$ cat src/rtl/lfu_pkg.sv
// Package for the LFU cache table: beat types, action codes and the
// request item passed from the front end to the table engine.
// No dependencies.
package lfu_pkg;

    localparam logic ACT_GET = 1'b0;
    localparam logic ACT_PUT = 1'b1;

    localparam int          CAP_REG_W   = 5;
    localparam logic [4:0]  CAP_RESET   = 5'd16;

    typedef struct packed {
        logic               action;
        logic signed [31:0] lookup_key;
        logic signed [31:0] store_value;
    } req_t;

    typedef struct packed {
        logic               hit;
        logic signed [31:0] read_value;
        logic               evicted;
        logic signed [31:0] evicted_key;
    } rsp_t;

    // queued request plus its classification
    typedef struct packed {
        req_t req;
        logic bypass;   // cache disabled: answer with all fields zero
    } item_t;

endpackage

$ cat src/rtl/lfu_ifs.sv
// Valid/ready channel interfaces for the LFU cache table.
// Depends on lfu_pkg.
interface lfu_req_if;
    logic          valid;
    logic          ready;
    lfu_pkg::req_t data;

    modport source (output valid, output data, input ready);
    modport sink   (input valid, input data, output ready);
endinterface

interface lfu_rsp_if;
    logic          valid;
    logic          ready;
    lfu_pkg::rsp_t data;

    modport source (output valid, output data, input ready);
    modport sink   (input valid, input data, output ready);
endinterface

$ cat src/rtl/lfu_cache_table_unit.sv
// LFU cache table: fully associative key/value store with least-frequently-
// used replacement, oldest entry first among equal counts. A get or a put
// to a present key passes lookup and decide in the table engine; a put of a
// new key adds an insert, and when the table is full first a victim scan
// visiting one entry per cycle and an eviction. A two-beat queue in front
// and a result register behind let both sides stall independently.
// Depends on lfu_pkg, lfu_ifs, lfu_front and lfu_back.
module lfu_cache_table_unit #(
    parameter int CAPACITY   = 16,
    parameter int COUNT_BITS = 16
) (
    input  logic       clk,
    input  logic       rst_n,
    input  logic       cfg_we,
    input  logic [4:0] cfg_wdata,
    lfu_req_if.sink    req,
    lfu_rsp_if.source  rsp
);

    localparam int OCC_W = $clog2(CAPACITY + 1);

    logic             q_valid;
    lfu_pkg::item_t   q_item;
    logic             q_pop;
    logic [OCC_W-1:0] cap_eff;

    lfu_front #(
        .CAPACITY (CAPACITY),
        .OCC_W    (OCC_W)
    ) u_front (
        .clk       (clk),
        .rst_n     (rst_n),
        .cfg_we    (cfg_we),
        .cfg_wdata (cfg_wdata),
        .req       (req),
        .q_valid   (q_valid),
        .q_item    (q_item),
        .q_pop     (q_pop),
        .cap_eff   (cap_eff)
    );

    lfu_back #(
        .CAPACITY   (CAPACITY),
        .COUNT_BITS (COUNT_BITS),
        .OCC_W      (OCC_W)
    ) u_back (
        .clk     (clk),
        .rst_n   (rst_n),
        .q_valid (q_valid),
        .q_item  (q_item),
        .q_pop   (q_pop),
        .cap_eff (cap_eff),
        .rsp     (rsp)
    );

endmodule

$ cat src/rtl/lfu_front.sv
// Front end: capacity register, request classification and a two-deep
// queue towards the table engine.
// Depends on lfu_pkg and lfu_ifs.
module lfu_front #(
    parameter int CAPACITY = 16,
    parameter int OCC_W    = $clog2(CAPACITY + 1)
) (
    input  logic                 clk,
    input  logic                 rst_n,
    input  logic                 cfg_we,
    input  logic [4:0]           cfg_wdata,
    lfu_req_if.sink              req,
    output logic                 q_valid,
    output lfu_pkg::item_t       q_item,
    input  logic                 q_pop,
    output logic [OCC_W-1:0]     cap_eff
);

    logic [lfu_pkg::CAP_REG_W-1:0] cap_reg;
    lfu_pkg::item_t                mem_reg [2];
    logic                          wr_ptr_reg;
    logic                          rd_ptr_reg;
    logic [1:0]                    cnt_reg;
    logic                          push;
    lfu_pkg::item_t                in_item;

    // capacity clipped to the table size
    assign cap_eff = (32'(cap_reg) > 32'(CAPACITY)) ? OCC_W'(CAPACITY) : OCC_W'(cap_reg);

    assign req.ready = (cnt_reg != 2'd2);
    assign push      = req.valid && req.ready;
    assign q_valid   = (cnt_reg != 2'd0);
    assign q_item    = mem_reg[rd_ptr_reg];

    always_comb
    begin
        in_item.req    = req.data;
        in_item.bypass = (cap_eff == '0);
    end

    // control: capacity register and queue pointers
    always_ff @(posedge clk or negedge rst_n)
    begin
        if (!rst_n)
        begin
            cap_reg    <= lfu_pkg::CAP_RESET;
            wr_ptr_reg <= 1'b0;
            rd_ptr_reg <= 1'b0;
            cnt_reg    <= 2'd0;
        end
        else
        begin
            if (cfg_we)
                cap_reg <= cfg_wdata;
            if (push)
                wr_ptr_reg <= ~wr_ptr_reg;
            if (q_pop && q_valid)
                rd_ptr_reg <= ~rd_ptr_reg;
            unique case ({push, q_pop && q_valid})
                2'b10:   cnt_reg <= cnt_reg + 2'd1;
                2'b01:   cnt_reg <= cnt_reg - 2'd1;
                default: cnt_reg <= cnt_reg;
            endcase
        end
    end

    // queue storage
    always_ff @(posedge clk)
    begin
        if (push)
            mem_reg[wr_ptr_reg] <= in_item;
    end

endmodule

$ cat src/rtl/lfu_back.sv
// Table engine: entry storage, key match, victim scan, recency and count
// updates, and the result register.
// Depends on lfu_pkg and lfu_ifs.
module lfu_back #(
    parameter int CAPACITY   = 16,
    parameter int COUNT_BITS = 16,
    parameter int OCC_W      = $clog2(CAPACITY + 1)
) (
    input  logic             clk,
    input  logic             rst_n,
    input  logic             q_valid,
    input  lfu_pkg::item_t   q_item,
    output logic             q_pop,
    input  logic [OCC_W-1:0] cap_eff,
    lfu_rsp_if.source        rsp
);

    localparam int IDX_W = (CAPACITY > 1) ? $clog2(CAPACITY) : 1;
    localparam int RANK_W = IDX_W;

    typedef enum logic [2:0] {
        ST_IDLE, ST_LOOKUP, ST_DECIDE, ST_SCAN, ST_EVICT, ST_INSERT, ST_DONE
    } state_t;

    state_t                  state_reg;
    lfu_pkg::item_t          cur_reg;
    lfu_pkg::rsp_t           res_reg;
    logic                    out_valid_reg;
    lfu_pkg::rsp_t           out_data_reg;
    logic                    hit_reg;
    logic [IDX_W-1:0]        slot_reg;
    logic [IDX_W-1:0]        scan_idx_reg;
    logic                    vic_found_reg;
    logic [IDX_W-1:0]        vic_idx_reg;
    logic [COUNT_BITS-1:0]   vic_cnt_reg;
    logic [RANK_W-1:0]       vic_rank_reg;
    logic [OCC_W-1:0]        occ_reg;
    logic [CAPACITY-1:0]     valid_reg;

    logic signed [31:0]      key_reg   [CAPACITY];
    logic signed [31:0]      value_reg [CAPACITY];
    logic [COUNT_BITS-1:0]   count_reg [CAPACITY];
    logic [RANK_W-1:0]       rank_reg  [CAPACITY];

    logic                    match_any;
    logic [IDX_W-1:0]        match_idx;
    logic                    free_any;
    logic [IDX_W-1:0]        free_idx;
    logic                    scan_better;
    logic                    is_put;

    assign is_put    = (cur_reg.req.action == lfu_pkg::ACT_PUT);
    assign q_pop     = (state_reg == ST_IDLE) && q_valid;
    assign rsp.valid = out_valid_reg;
    assign rsp.data  = out_data_reg;

    // key match and first free slot, lowest index wins
    always_comb
    begin
        match_any = 1'b0;
        match_idx = '0;
        free_any  = 1'b0;
        free_idx  = '0;
        for (int i = CAPACITY - 1; i >= 0; i--)
        begin
            if (valid_reg[i] && key_reg[i] == cur_reg.req.lookup_key)
            begin
                match_any = 1'b1;
                match_idx = IDX_W'(i);
            end
            if (!valid_reg[i])
            begin
                free_any = 1'b1;
                free_idx = IDX_W'(i);
            end
        end
    end

    // victim test for the entry under the scan pointer
    assign scan_better = valid_reg[scan_idx_reg] &&
                         (!vic_found_reg ||
                          count_reg[scan_idx_reg] < vic_cnt_reg ||
                          (count_reg[scan_idx_reg] == vic_cnt_reg &&
                           rank_reg[scan_idx_reg] > vic_rank_reg));

    // sequencer, valid bits, occupancy and result register
    always_ff @(posedge clk or negedge rst_n)
    begin
        if (!rst_n)
        begin
            state_reg     <= ST_IDLE;
            out_valid_reg <= 1'b0;
            valid_reg     <= '0;
            occ_reg       <= '0;
            hit_reg       <= 1'b0;
            vic_found_reg <= 1'b0;
        end
        else
        begin
            // result beat loads once the previous one has left
            if (state_reg == ST_DONE && (!out_valid_reg || rsp.ready))
                out_valid_reg <= 1'b1;
            else if (rsp.ready)
                out_valid_reg <= 1'b0;

            unique case (state_reg)
                ST_IDLE:
                begin
                    if (q_valid)
                    begin
                        cur_reg   <= q_item;
                        res_reg   <= '0;
                        state_reg <= ST_LOOKUP;
                    end
                end
                ST_LOOKUP:
                begin
                    hit_reg   <= match_any;
                    slot_reg  <= match_idx;
                    state_reg <= ST_DECIDE;
                end
                ST_DECIDE:
                begin
                    priority if (cur_reg.bypass)
                        state_reg <= ST_DONE;
                    else if (hit_reg)
                    begin
                        res_reg.hit        <= 1'b1;
                        res_reg.read_value <= is_put ? 32'sd0 : value_reg[slot_reg];
                        state_reg          <= ST_DONE;
                    end
                    else if (!is_put)
                        state_reg <= ST_DONE;
                    else if (occ_reg >= cap_eff)
                    begin
                        scan_idx_reg  <= '0;
                        vic_found_reg <= 1'b0;
                        state_reg     <= ST_SCAN;
                    end
                    else
                        state_reg <= ST_INSERT;
                end
                ST_SCAN:
                begin
                    if (scan_better)
                    begin
                        vic_found_reg <= 1'b1;
                        vic_idx_reg   <= scan_idx_reg;
                        vic_cnt_reg   <= count_reg[scan_idx_reg];
                        vic_rank_reg  <= rank_reg[scan_idx_reg];
                    end
                    if (scan_idx_reg == IDX_W'(CAPACITY - 1))
                        state_reg <= ST_EVICT;
                    else
                        scan_idx_reg <= scan_idx_reg + 1'b1;
                end
                ST_EVICT:
                begin
                    if (vic_found_reg)
                    begin
                        valid_reg[vic_idx_reg] <= 1'b0;
                        occ_reg                <= occ_reg - 1'b1;
                        res_reg.evicted        <= 1'b1;
                        res_reg.evicted_key    <= key_reg[vic_idx_reg];
                    end
                    state_reg <= ST_INSERT;
                end
                ST_INSERT:
                begin
                    if (free_any)
                    begin
                        valid_reg[free_idx] <= 1'b1;
                        occ_reg             <= occ_reg + 1'b1;
                    end
                    state_reg <= ST_DONE;
                end
                ST_DONE:
                begin
                    if (!out_valid_reg || rsp.ready)
                    begin
                        out_data_reg  <= res_reg;
                        state_reg     <= ST_IDLE;
                    end
                end
                default: state_reg <= ST_IDLE;
            endcase
        end
    end

    // entry payload: keys, values, counts and recency ranks
    always_ff @(posedge clk)
    begin
        unique case (state_reg)
            ST_DECIDE:
            begin
                if (!cur_reg.bypass && hit_reg)
                begin
                    for (int i = 0; i < CAPACITY; i++)
                        if (valid_reg[i] && rank_reg[i] < rank_reg[slot_reg])
                            rank_reg[i] <= rank_reg[i] + 1'b1;
                    rank_reg[slot_reg] <= '0;
                    if (count_reg[slot_reg] != '1)
                        count_reg[slot_reg] <= count_reg[slot_reg] + 1'b1;
                    if (is_put)
                        value_reg[slot_reg] <= cur_reg.req.store_value;
                end
            end
            ST_EVICT:
            begin
                if (vic_found_reg)
                    for (int i = 0; i < CAPACITY; i++)
                        if (valid_reg[i] && rank_reg[i] > vic_rank_reg)
                            rank_reg[i] <= rank_reg[i] - 1'b1;
            end
            ST_INSERT:
            begin
                if (free_any)
                begin
                    for (int i = 0; i < CAPACITY; i++)
                        if (valid_reg[i])
                            rank_reg[i] <= rank_reg[i] + 1'b1;
                    key_reg[free_idx]   <= cur_reg.req.lookup_key;
                    value_reg[free_idx] <= cur_reg.req.store_value;
                    count_reg[free_idx] <= COUNT_BITS'(1);
                    rank_reg[free_idx]  <= '0;
                end
            end
            default: ;
        endcase
    end

    // occupancy tracks the valid bits
    a_occ_matches: assert property (@(posedge clk) disable iff (!rst_n)
        $countones(valid_reg) == int'(occ_reg))
        else $error("occupancy out of step with valid bits");

    a_occ_bound: assert property (@(posedge clk) disable iff (!rst_n)
        int'(occ_reg) <= CAPACITY)
        else $error("occupancy above table size");

    a_evict_drops: assert property (@(posedge clk) disable iff (!rst_n)
        (state_reg == ST_EVICT && vic_found_reg) |=> (occ_reg == $past(occ_reg) - 1'b1))
        else $error("eviction did not free an entry");

    a_done_hold: assert property (@(posedge clk) disable iff (!rst_n)
        (state_reg == ST_DONE && out_valid_reg && !rsp.ready) |=> state_reg == ST_DONE)
        else $error("result overwritten while output stalled");

endmodule
$ cat src/flat_wrapper.sv
// flat-port wrapper written by rule: the top's interface ports become plain ports
module lfu_cache_table_unit_flat 
#(
    parameter int CAPACITY   = 16,
    parameter int COUNT_BITS = 16
)
  (clk, rst_n, cfg_we, cfg_wdata, req_valid, req_data, req_ready, rsp_valid, rsp_data, rsp_ready);
  lfu_req_if req_i ();
  lfu_rsp_if rsp_i ();
  input  logic clk;
  input  logic rst_n;
  input  logic cfg_we;
  input  logic [4:0] cfg_wdata;
  input wire logic [$bits(req_i.valid)-1:0] req_valid;
  input wire logic [$bits(req_i.data)-1:0] req_data;
  output wire logic [$bits(req_i.ready)-1:0] req_ready;
  output wire logic [$bits(rsp_i.valid)-1:0] rsp_valid;
  output wire logic [$bits(rsp_i.data)-1:0] rsp_data;
  input wire logic [$bits(rsp_i.ready)-1:0] rsp_ready;
  assign req_i.valid = req_valid;
  assign req_i.data = req_data;
  assign req_ready = req_i.ready;
  assign rsp_valid = rsp_i.valid;
  assign rsp_data = rsp_i.data;
  assign rsp_i.ready = rsp_ready;
  lfu_cache_table_unit #(.CAPACITY(CAPACITY), .COUNT_BITS(COUNT_BITS)) u_core (.clk(clk), .rst_n(rst_n), .cfg_we(cfg_we), .cfg_wdata(cfg_wdata), .req(req_i), .rsp(rsp_i));
endmodule
$ cat config.mk
export PLATFORM = sky130hd
export DESIGN_NAME = lfu_cache_table_unit_flat
export DESIGN_NICKNAME = d
export VERILOG_FILES = /design/src/rtl/lfu_pkg.sv /design/src/rtl/lfu_ifs.sv /design/src/rtl/lfu_cache_table_unit.sv /design/src/rtl/lfu_front.sv /design/src/rtl/lfu_back.sv /design/src/flat_wrapper.sv
export SDC_FILE = /design/constraint.sdc
export NUM_CORES = 2
export LEC_CHECK = 0
export ABC_AREA = 0
export BUFFER_PORTS_ARGS = -buffer_cell sky130_fd_sc_hd__buf_4
export CAP_MARGIN = 15
export CORE_MARGIN = 1.5
export CORE_UTILIZATION = 55
export CTS_CLUSTER_SIZE = 20
export DETAILED_ROUTE_END_ITERATION = 8
export GPL_ROUTABILITY_DRIVEN = 1
export HOLD_SLACK_MARGIN = 0.12
export PLACE_DENSITY_LB_ADDON = 0.3
export SYNTH_ARGS = -nofsm -noshare
export SYNTH_HDL_FRONTEND = slang
export SYNTH_SLANG_ARGS = --single-unit
$ cat constraint.sdc
create_clock -name clk -period 6.36 [get_ports clk]
set_input_delay 0.636 -clock clk [delete_from_list [all_inputs] [get_ports clk]]
set_output_delay 0.636 -clock clk [all_outputs]
set_load 0.05 [all_outputs]
# Word level (Yosys, flattened, before mapping)
# Memory sizes are Yosys's and may differ from the RTL's. A register that Yosys moved wholly into a read port is not among the register bits.
# Cells that the tools add are included.
# totals
memories	5
wordCells	633
out_inout_bits	68
input_bits	75
mem_bits_rw	1476
regBits	200
# mem_list
name	depth	word_bits	rd	rd_clocked_by_memory_dff	wr	line_no	rtl
u_core.u_back.key_reg	16	32	17	1	1	lfu_back.sv:40	logic signed [31:0] key_reg [CAPACITY];
u_core.u_back.value_reg	16	32	1	0	1	lfu_back.sv:41	logic signed [31:0] value_reg [CAPACITY];
u_core.u_back.count_reg	16	16	2	1	1	lfu_back.sv:42	logic [COUNT_BITS-1:0] count_reg [CAPACITY];
u_core.u_front.mem_reg	2	66	1	1	1	lfu_front.sv:20	lfu_pkg::item_t mem_reg [2];
u_core.u_back.rank_reg	16	4	18	1	17	lfu_back.sv:43	logic [RANK_W-1:0] rank_reg [CAPACITY];
# op_classes
n_eq_ne	40
bitwise	37
reduce_logical	88
n_mux	358
add_sub_neg	38
magnitude_cmp	41
# op_table
op	count
equality test 32 bit	16
two-way mux 4 bit	68
two-way mux 1 bit	254
one-hot mux 33 bit (2 select lines)	2
two-way mux 33 bit	3
adder 4 x 1 -> 4 bit, second input constant	17
> comparator 4 bit	17
two-way mux 66 bit	1
< comparator 4 bit	16
two-way mux 32 bit	2
subtractor 4 x 1 -> 4 bit, second input constant	16
logical AND 1 bit	57
two-way mux 16 bit	3
two-way mux 3 bit	11
bitwise OR 1 bit	32
one-hot mux 16 bit (2 select lines)	1
OR reduction 32 bit	1
!= test 2 bit, second input constant	12
one-hot mux 3 bit (7 select lines)	1
adder 16 x 1 -> 16 bit, second input constant	1
AND 16 bit	1
equality test 16 bit	1
< comparator 16 bit	1
!= test 16 bit, second input constant	1
41 further kinds	67

# Depth between registers and ports, before layout
# depth
word_depth	23
ltp_mapped	23
ltp_nobuf	15

# By module
# Synthesis repeated with hierarchy kept, for this count alone.
# unflattened
cells_unflattened	4450
hier_area_um2	78908.2
# modules_own_cells
mod	instances	seq_area_each_um2	area_per_inst_um2	cells_each
lfu_back	1	47460.5	73614.4	4211
lfu_front	1	4190.3	5293.8	239

# Worst setup path before layout
# Ideal clock, no wire load.
# synth_path
kind	register to register
start	register u_core.u_back.slot_reg[0]
end	memory u_core.u_back.value_reg[10][0] (enable)
setup_ns	0.501
t_required_ns	5.859
n_path_buf	10
path_stages_with_launch	14
period_less_slack_ns	5.953
setup_slack_ns	0.407
arrival_ns	5.451
cell_sequence	edfxtp_1 > buf_6 > buf_12 > buf_12 > buf_12 > buf_12 > buf_2 > buf_2 > buf_2 > nand2_1 > o21ai_0 > clkbuf_1 > buf_1 > nor4_1
# synth_via
elab_chain_cells	1
# synth_rtl
item	line_no	rtl
start, declared	lfu_back.sv:31	logic [IDX_W-1:0] slot_reg;
start signal, assigned	lfu_back.sv:119	slot_reg <= match_idx;
two-way mux 4 bit (no line)	-	
end, declared	lfu_back.sv:41	
# Every way passes these cells.

# Worst setup path after layout
# layout_path
start	register u_core.u_back.valid_reg[13]
end	memory u_core.u_back.count_reg[1][9] (enable)
# layout_via
elab_chain_cells	19
word_cells_on_any_way	34
classes_between	mux (33); reduce/logical (1)
# layout_rtl
item	line_no	rtl
start, declared	lfu_back.sv:38	logic [CAPACITY-1:0] valid_reg;
start signal, assigned	lfu_back.sv:93	valid_reg <= '0;
start signal, assigned by index	lfu_back.sv:161	valid_reg[vic_idx_reg] <= 1'b0;
start signal, assigned by index	lfu_back.sv:172	valid_reg[free_idx] <= 1'b1;
two-way mux 1 bit (14 in a row)	lfu_back.sv:71	if (!valid_reg[i])
two-way mux 1 bit	lfu_back.sv:217	if (free_any)
two-way mux 1 bit	lfu_back.sv:193	unique case (state_reg)
two-way mux 1 bit (implied by the code)	lfu_back.sv:224	count_reg[free_idx] <= COUNT_BITS'(1);
OR reduction 16 bit (no line)	-	
two-way mux 4 bit (no line) / two-way mux 1 bit (equally long branches)	-	
end, declared	lfu_back.sv:42	
# Several ways; a longest one is shown, not always the timed one.

==> summary.json <==
{
  "cells_and_area": {
    "finish.utilization": 0.629,
    "number_of_nets_in_the_final_layout": 4964,
    "multi_input_comb_area_sq_mm": 0.0264,
    "regArea_sq_mm": 0.0517,
    "drive_above_1_share": 0.244,
    "syn2layout_area_growth_pct": 13.1,
    "layout.filler_cells": 9742
  },
  "clocking": {
    "cts-buffers-inserted": 176,
    "numClockSinks": 1750,
    "cts-resized-gates": 0,
    "h-tree-depth": 4,
    "insertion_delay_ns": 0.82,
    "clock-root-buffer": "sky130_fd_sc_hd__clkbuf_16",
    "cts-root-to-sink-buffers": 3,
    "cts_tree": "yes",
    "clkTransAtPathRegs_ns": 0.06
  },
  "setup_path": {
    "critPathCaptureType": "flip-flop",
    "r2r_start": "u_core.u_back.valid_reg[13]$_DFFE_PN0P_",
    "criticalPathCategory": "reg2reg",
    "setup.reg_to_reg.worst_slack_ns": 0.85,
    "critPathArrivalTime_ns": 6.02,
    "maximum_fanout_encountered_on_the_critical_timing_path": 21,
    "cp-start-kind": "flip-flop",
    "crit_required_ns": 6.87,
    "critical_path.reg2reg.endpoint": "u_core.u_back.count_reg[1][9]$_DFFE_PP_",
    "r2r_cells": 10
  },
  "drt": {
    "antenna_violating_nets_post_route": 0,
    "detailedRoute.firstPassIterationCount": 5,
    "routed-via-count": 44200,
    "drc": 0,
    "routedWlPerCell_um": 30.9,
    "first_iter_violations": 5605,
    "route.final.wire_length_um": 208000,
    "routed_via_density": 6.55
  },
  "yosys": {
    "synth-seq-cells": 1750,
    "synth_sequential_area_ratio": 0.653,
    "synth_fa_ha_area_frac": 0.0297,
    "fraction_of_registers_with_async_set_or_reset_after_synthesis": 0.0206,
    "mapped_cells": 4424,
    "synth_edf_count": 1642,
    "flip_flop_cell_with_the_highest_count_after_synthesis": "sky130_fd_sc_hd__edfxtp_1",
    "synth_area_per_cell_sq_um": 17.9,
    "synth_cell_types": 67,
    "synth.mux.area_fraction": 0.164,
    "synth_xor_xnor_area_share": 0.0655,
    "synth_compound_gate_area_share": 0.0251,
    "yosys.area.top_type": "sky130_fd_sc_hd__edfxtp_1",
    "synth.cell_area_sq_mm": 0.0790,
    "yosysTopAreaCellShare": 0.624,
    "dominant_combinational_cell_family_by_area_after_synthesis": "multiplexers",
    "synth.top_cells.by_area": "sky130_fd_sc_hd__edfxtp_1 (62%), sky130_fd_sc_hd__mux4_2 (14%), sky130_fd_sc_hd__xnor2_1 (5.0%)",
    "synthSimpleGateAreaFrac": 0.0456,
    "postSynthNetCount": 4682,
    "number_of_synthesis_warnings": 0
  },
  "global_routing": {
    "grt_antenna_before_repair": 14,
    "grt-ovfl-total": 0,
    "globalRouteTotalUtil": 0.286,
    "grt_first_pass_wirelength_um": 303000,
    "grt_start_max_net_pins": 106,
    "via_count_of_the_first_global_routing_pass": 43800
  },
  "hold_path": {
    "min-delay-path-class": "in2reg",
    "worst_hold_startpoint": "req_valid",
    "hold_end": "u_core.u_front.wr_ptr_reg$_DFFE_PN0P_",
    "min_path_cells": 3
  },
  "sta": {
    "post-route-period-util": 0.867,
    "fin_crit_ns": 5.51,
    "setup-tns-final_ns": 0,
    "setup_viol": 0,
    "timing_hold_violations_final": 0,
    "slew_headroom": 0.206,
    "skew_ns": 0.0670,
    "maximum_operating_frequency_mhz": 181,
    "max_slew.worst_pin.slew_ns": 1.19,
    "grt_setup_unrepaired": "false",
    "slew_violations": 0
  },
  "placement": {
    "port-buffer-count": 142,
    "dp_hpwl_um": 134000,
    "gp_congestion": 0.940
  },
  "power_and_ir_drop": {
    "power.density_mw_per_mm2": 346,
    "vdd_drop_max_v": 0.000338,
    "p_int_uw": 22200,
    "power.leakage_uw": 0.0293,
    "power_frac_comb": 0.183,
    "switching_share": 0.282,
    "sw_power_uw": 8740,
    "seq_power_share": 0.476,
    "overall_power_of_the_completed_layout_uw": 31000,
    "power.share.clock": 0.340
  },
  "die": {
    "die-area_sq_mm": 0.146,
    "coreArea_sq_mm": 0.142,
    "io_pins": 143,
    "dieHeight_um": 382,
    "initial_utilization": 0.556,
    "die_width_um": 382,
    "row_count": 138
  },
  "run_status": {
    "run_status": "complete, no violations"
  },
  "job": {
    "timing.max_cap.violations": 0
  }
}
-- metrics by stage --
stage,worst slack [ns],std cells,cell area [sq um],hold WS (ns)
after global routing,0.664,6744,89400,0.307
after global placement,0.939,6344,82800,0.400
after floorplan,0.407,4424,79000,0.340
after detailed placement,0.758,6344,82800,0.405
after CTS,0.731,6742,89400,0.262
final,0.848,6749,89400,0.304
-- repair_timing --
| action | 4_1_cts | 5_1_grt |
|---|---|---|
| hold buffers | 73 | 0 |
| endpoints found under the hold margin | 170 | 0 |
| setup buffers | 0 | 0 |
-- worst max path at each step --
stage                                       startpoint                                       end  slack, ns  cells after the start
2_1_floorplan  u_core.u_back.slot_reg[0]$_SDFFCE_PP0P_  u_core.u_back.value_reg[10][0]$_DFFE_PP_       0.41                     13
3_3_place_gp   u_core.u_back.valid_reg[13]$_DFFE_PN0P_   u_core.u_back.count_reg[1][7]$_DFFE_PP_       0.94                      9
3_5_place_dp   u_core.u_back.valid_reg[13]$_DFFE_PN0P_   u_core.u_back.count_reg[1][8]$_DFFE_PP_       0.76                      9
4_1_cts        u_core.u_back.valid_reg[13]$_DFFE_PN0P_   u_core.u_back.count_reg[1][2]$_DFFE_PP_       0.73                      9
5_1_grt                                      flip-flop    u_core.u_back.vic_idx_reg[2]$_DFFE_PP_       0.66                     12
6_report       u_core.u_back.valid_reg[13]$_DFFE_PN0P_   u_core.u_back.count_reg[1][9]$_DFFE_PP_       0.85                     10
-- synth_stat cells, drive strengths merged (10+ instances only) --
| cell type | instances |
|---|---|
| edfxtp | 1642 |
| mux4 | 519 |
| xnor2 | 454 |
| ha | 175 |
| nor2 | 172 |
| clkbuf | 157 |
| xor2 | 137 |
| nand4 | 127 |
| nor2b | 105 |
| inv | 93 |
| mux2 | 81 |
| buf | 72 |
| dfxtp | 72 |
| o21ai | 66 |
| a21oi | 57 |
| nor4 | 53 |
| nand3 | 51 |
| nand2 | 48 |
| nor3 | 41 |
| dfrtp | 35 |
| mux2i | 28 |
| o21a | 27 |
| a211oi | 24 |
| nand2b | 24 |
| a2111oi | 17 |
| a21o | 16 |
| a21boi | 15 |
| or4 | 14 |
| o211ai | 10 |
-- cell families after synthesis --
kind of cell,Yosys count
AO/OA/AOI/OAI,275
XOR/XNOR,591
adder cells (fa/ha/maj),183
buffers and inverters,324
flip-flops,1750
multiplexers,628
AND/OR/NAND/NOR,673
-- final cells by class --
class,count,area share
timing repair buffer,333,0.0309
multi-input combinational,2350,0.295
clock inverter,117,0.0150
antenna,6,0.000168
clock buffer,208,0.0506
tap,1890,0.0264
inverter,95,0.00399
sequential,1750,0.578
-- routing by layer --
metal,share of wire,track usage
met5,0.00027,0
met4,0.025,0.0808
met3,0.10,0.0577
met2,0.46,0.433
met1,0.41,0.426
-- worst max-delay path, cell delays in order, from the launching register on --
cell                       delay (ns)
sky130_fd_sc_hd__dfrtp_1         0.58
sky130_fd_sc_hd__nand4_1         0.27
sky130_fd_sc_hd__or2_2           0.38
sky130_fd_sc_hd__nor3_1          0.68
sky130_fd_sc_hd__nand2b_1        0.55
sky130_fd_sc_hd__nand2_1         0.13
sky130_fd_sc_hd__o21ai_2         0.40
sky130_fd_sc_hd__inv_1           0.46
sky130_fd_sc_hd__nor3_1          0.81
sky130_fd_sc_hd__nor2b_2         0.71
sky130_fd_sc_hd__buf_8           0.24
-- cell usage in the layout, fill, tap and decap left out, drive strengths merged, types with 27 or more instances in the layout --
cell type and count:
nor2 172, clkbuf 208, a21oi 57, mux2 81, nor2b 105, dfxtp 72
dfrtp 35, inv 99, dlygate4sd3 73, xor2 137, o21a 27, xnor2 454
edfxtp 1642, nand3 51, ha 175, nand2 48, mux2i 28, nand4 127
buf 260, nor4 53, o21ai 66, clkinv 84, mux4 519, nor3 41
-- power by group through the flow --
stage	combinational (uW)	sequential, uW	clock, uW
after floorplan	3840	14700	0
after global placement	5490	14900	0
after detailed placement	5600	15000	0
after CTS	5670	14700	10600
after global routing	6080	14800	11100
final	5680	14800	10500
Note: power is estimated with default switching activity, not from simulation.
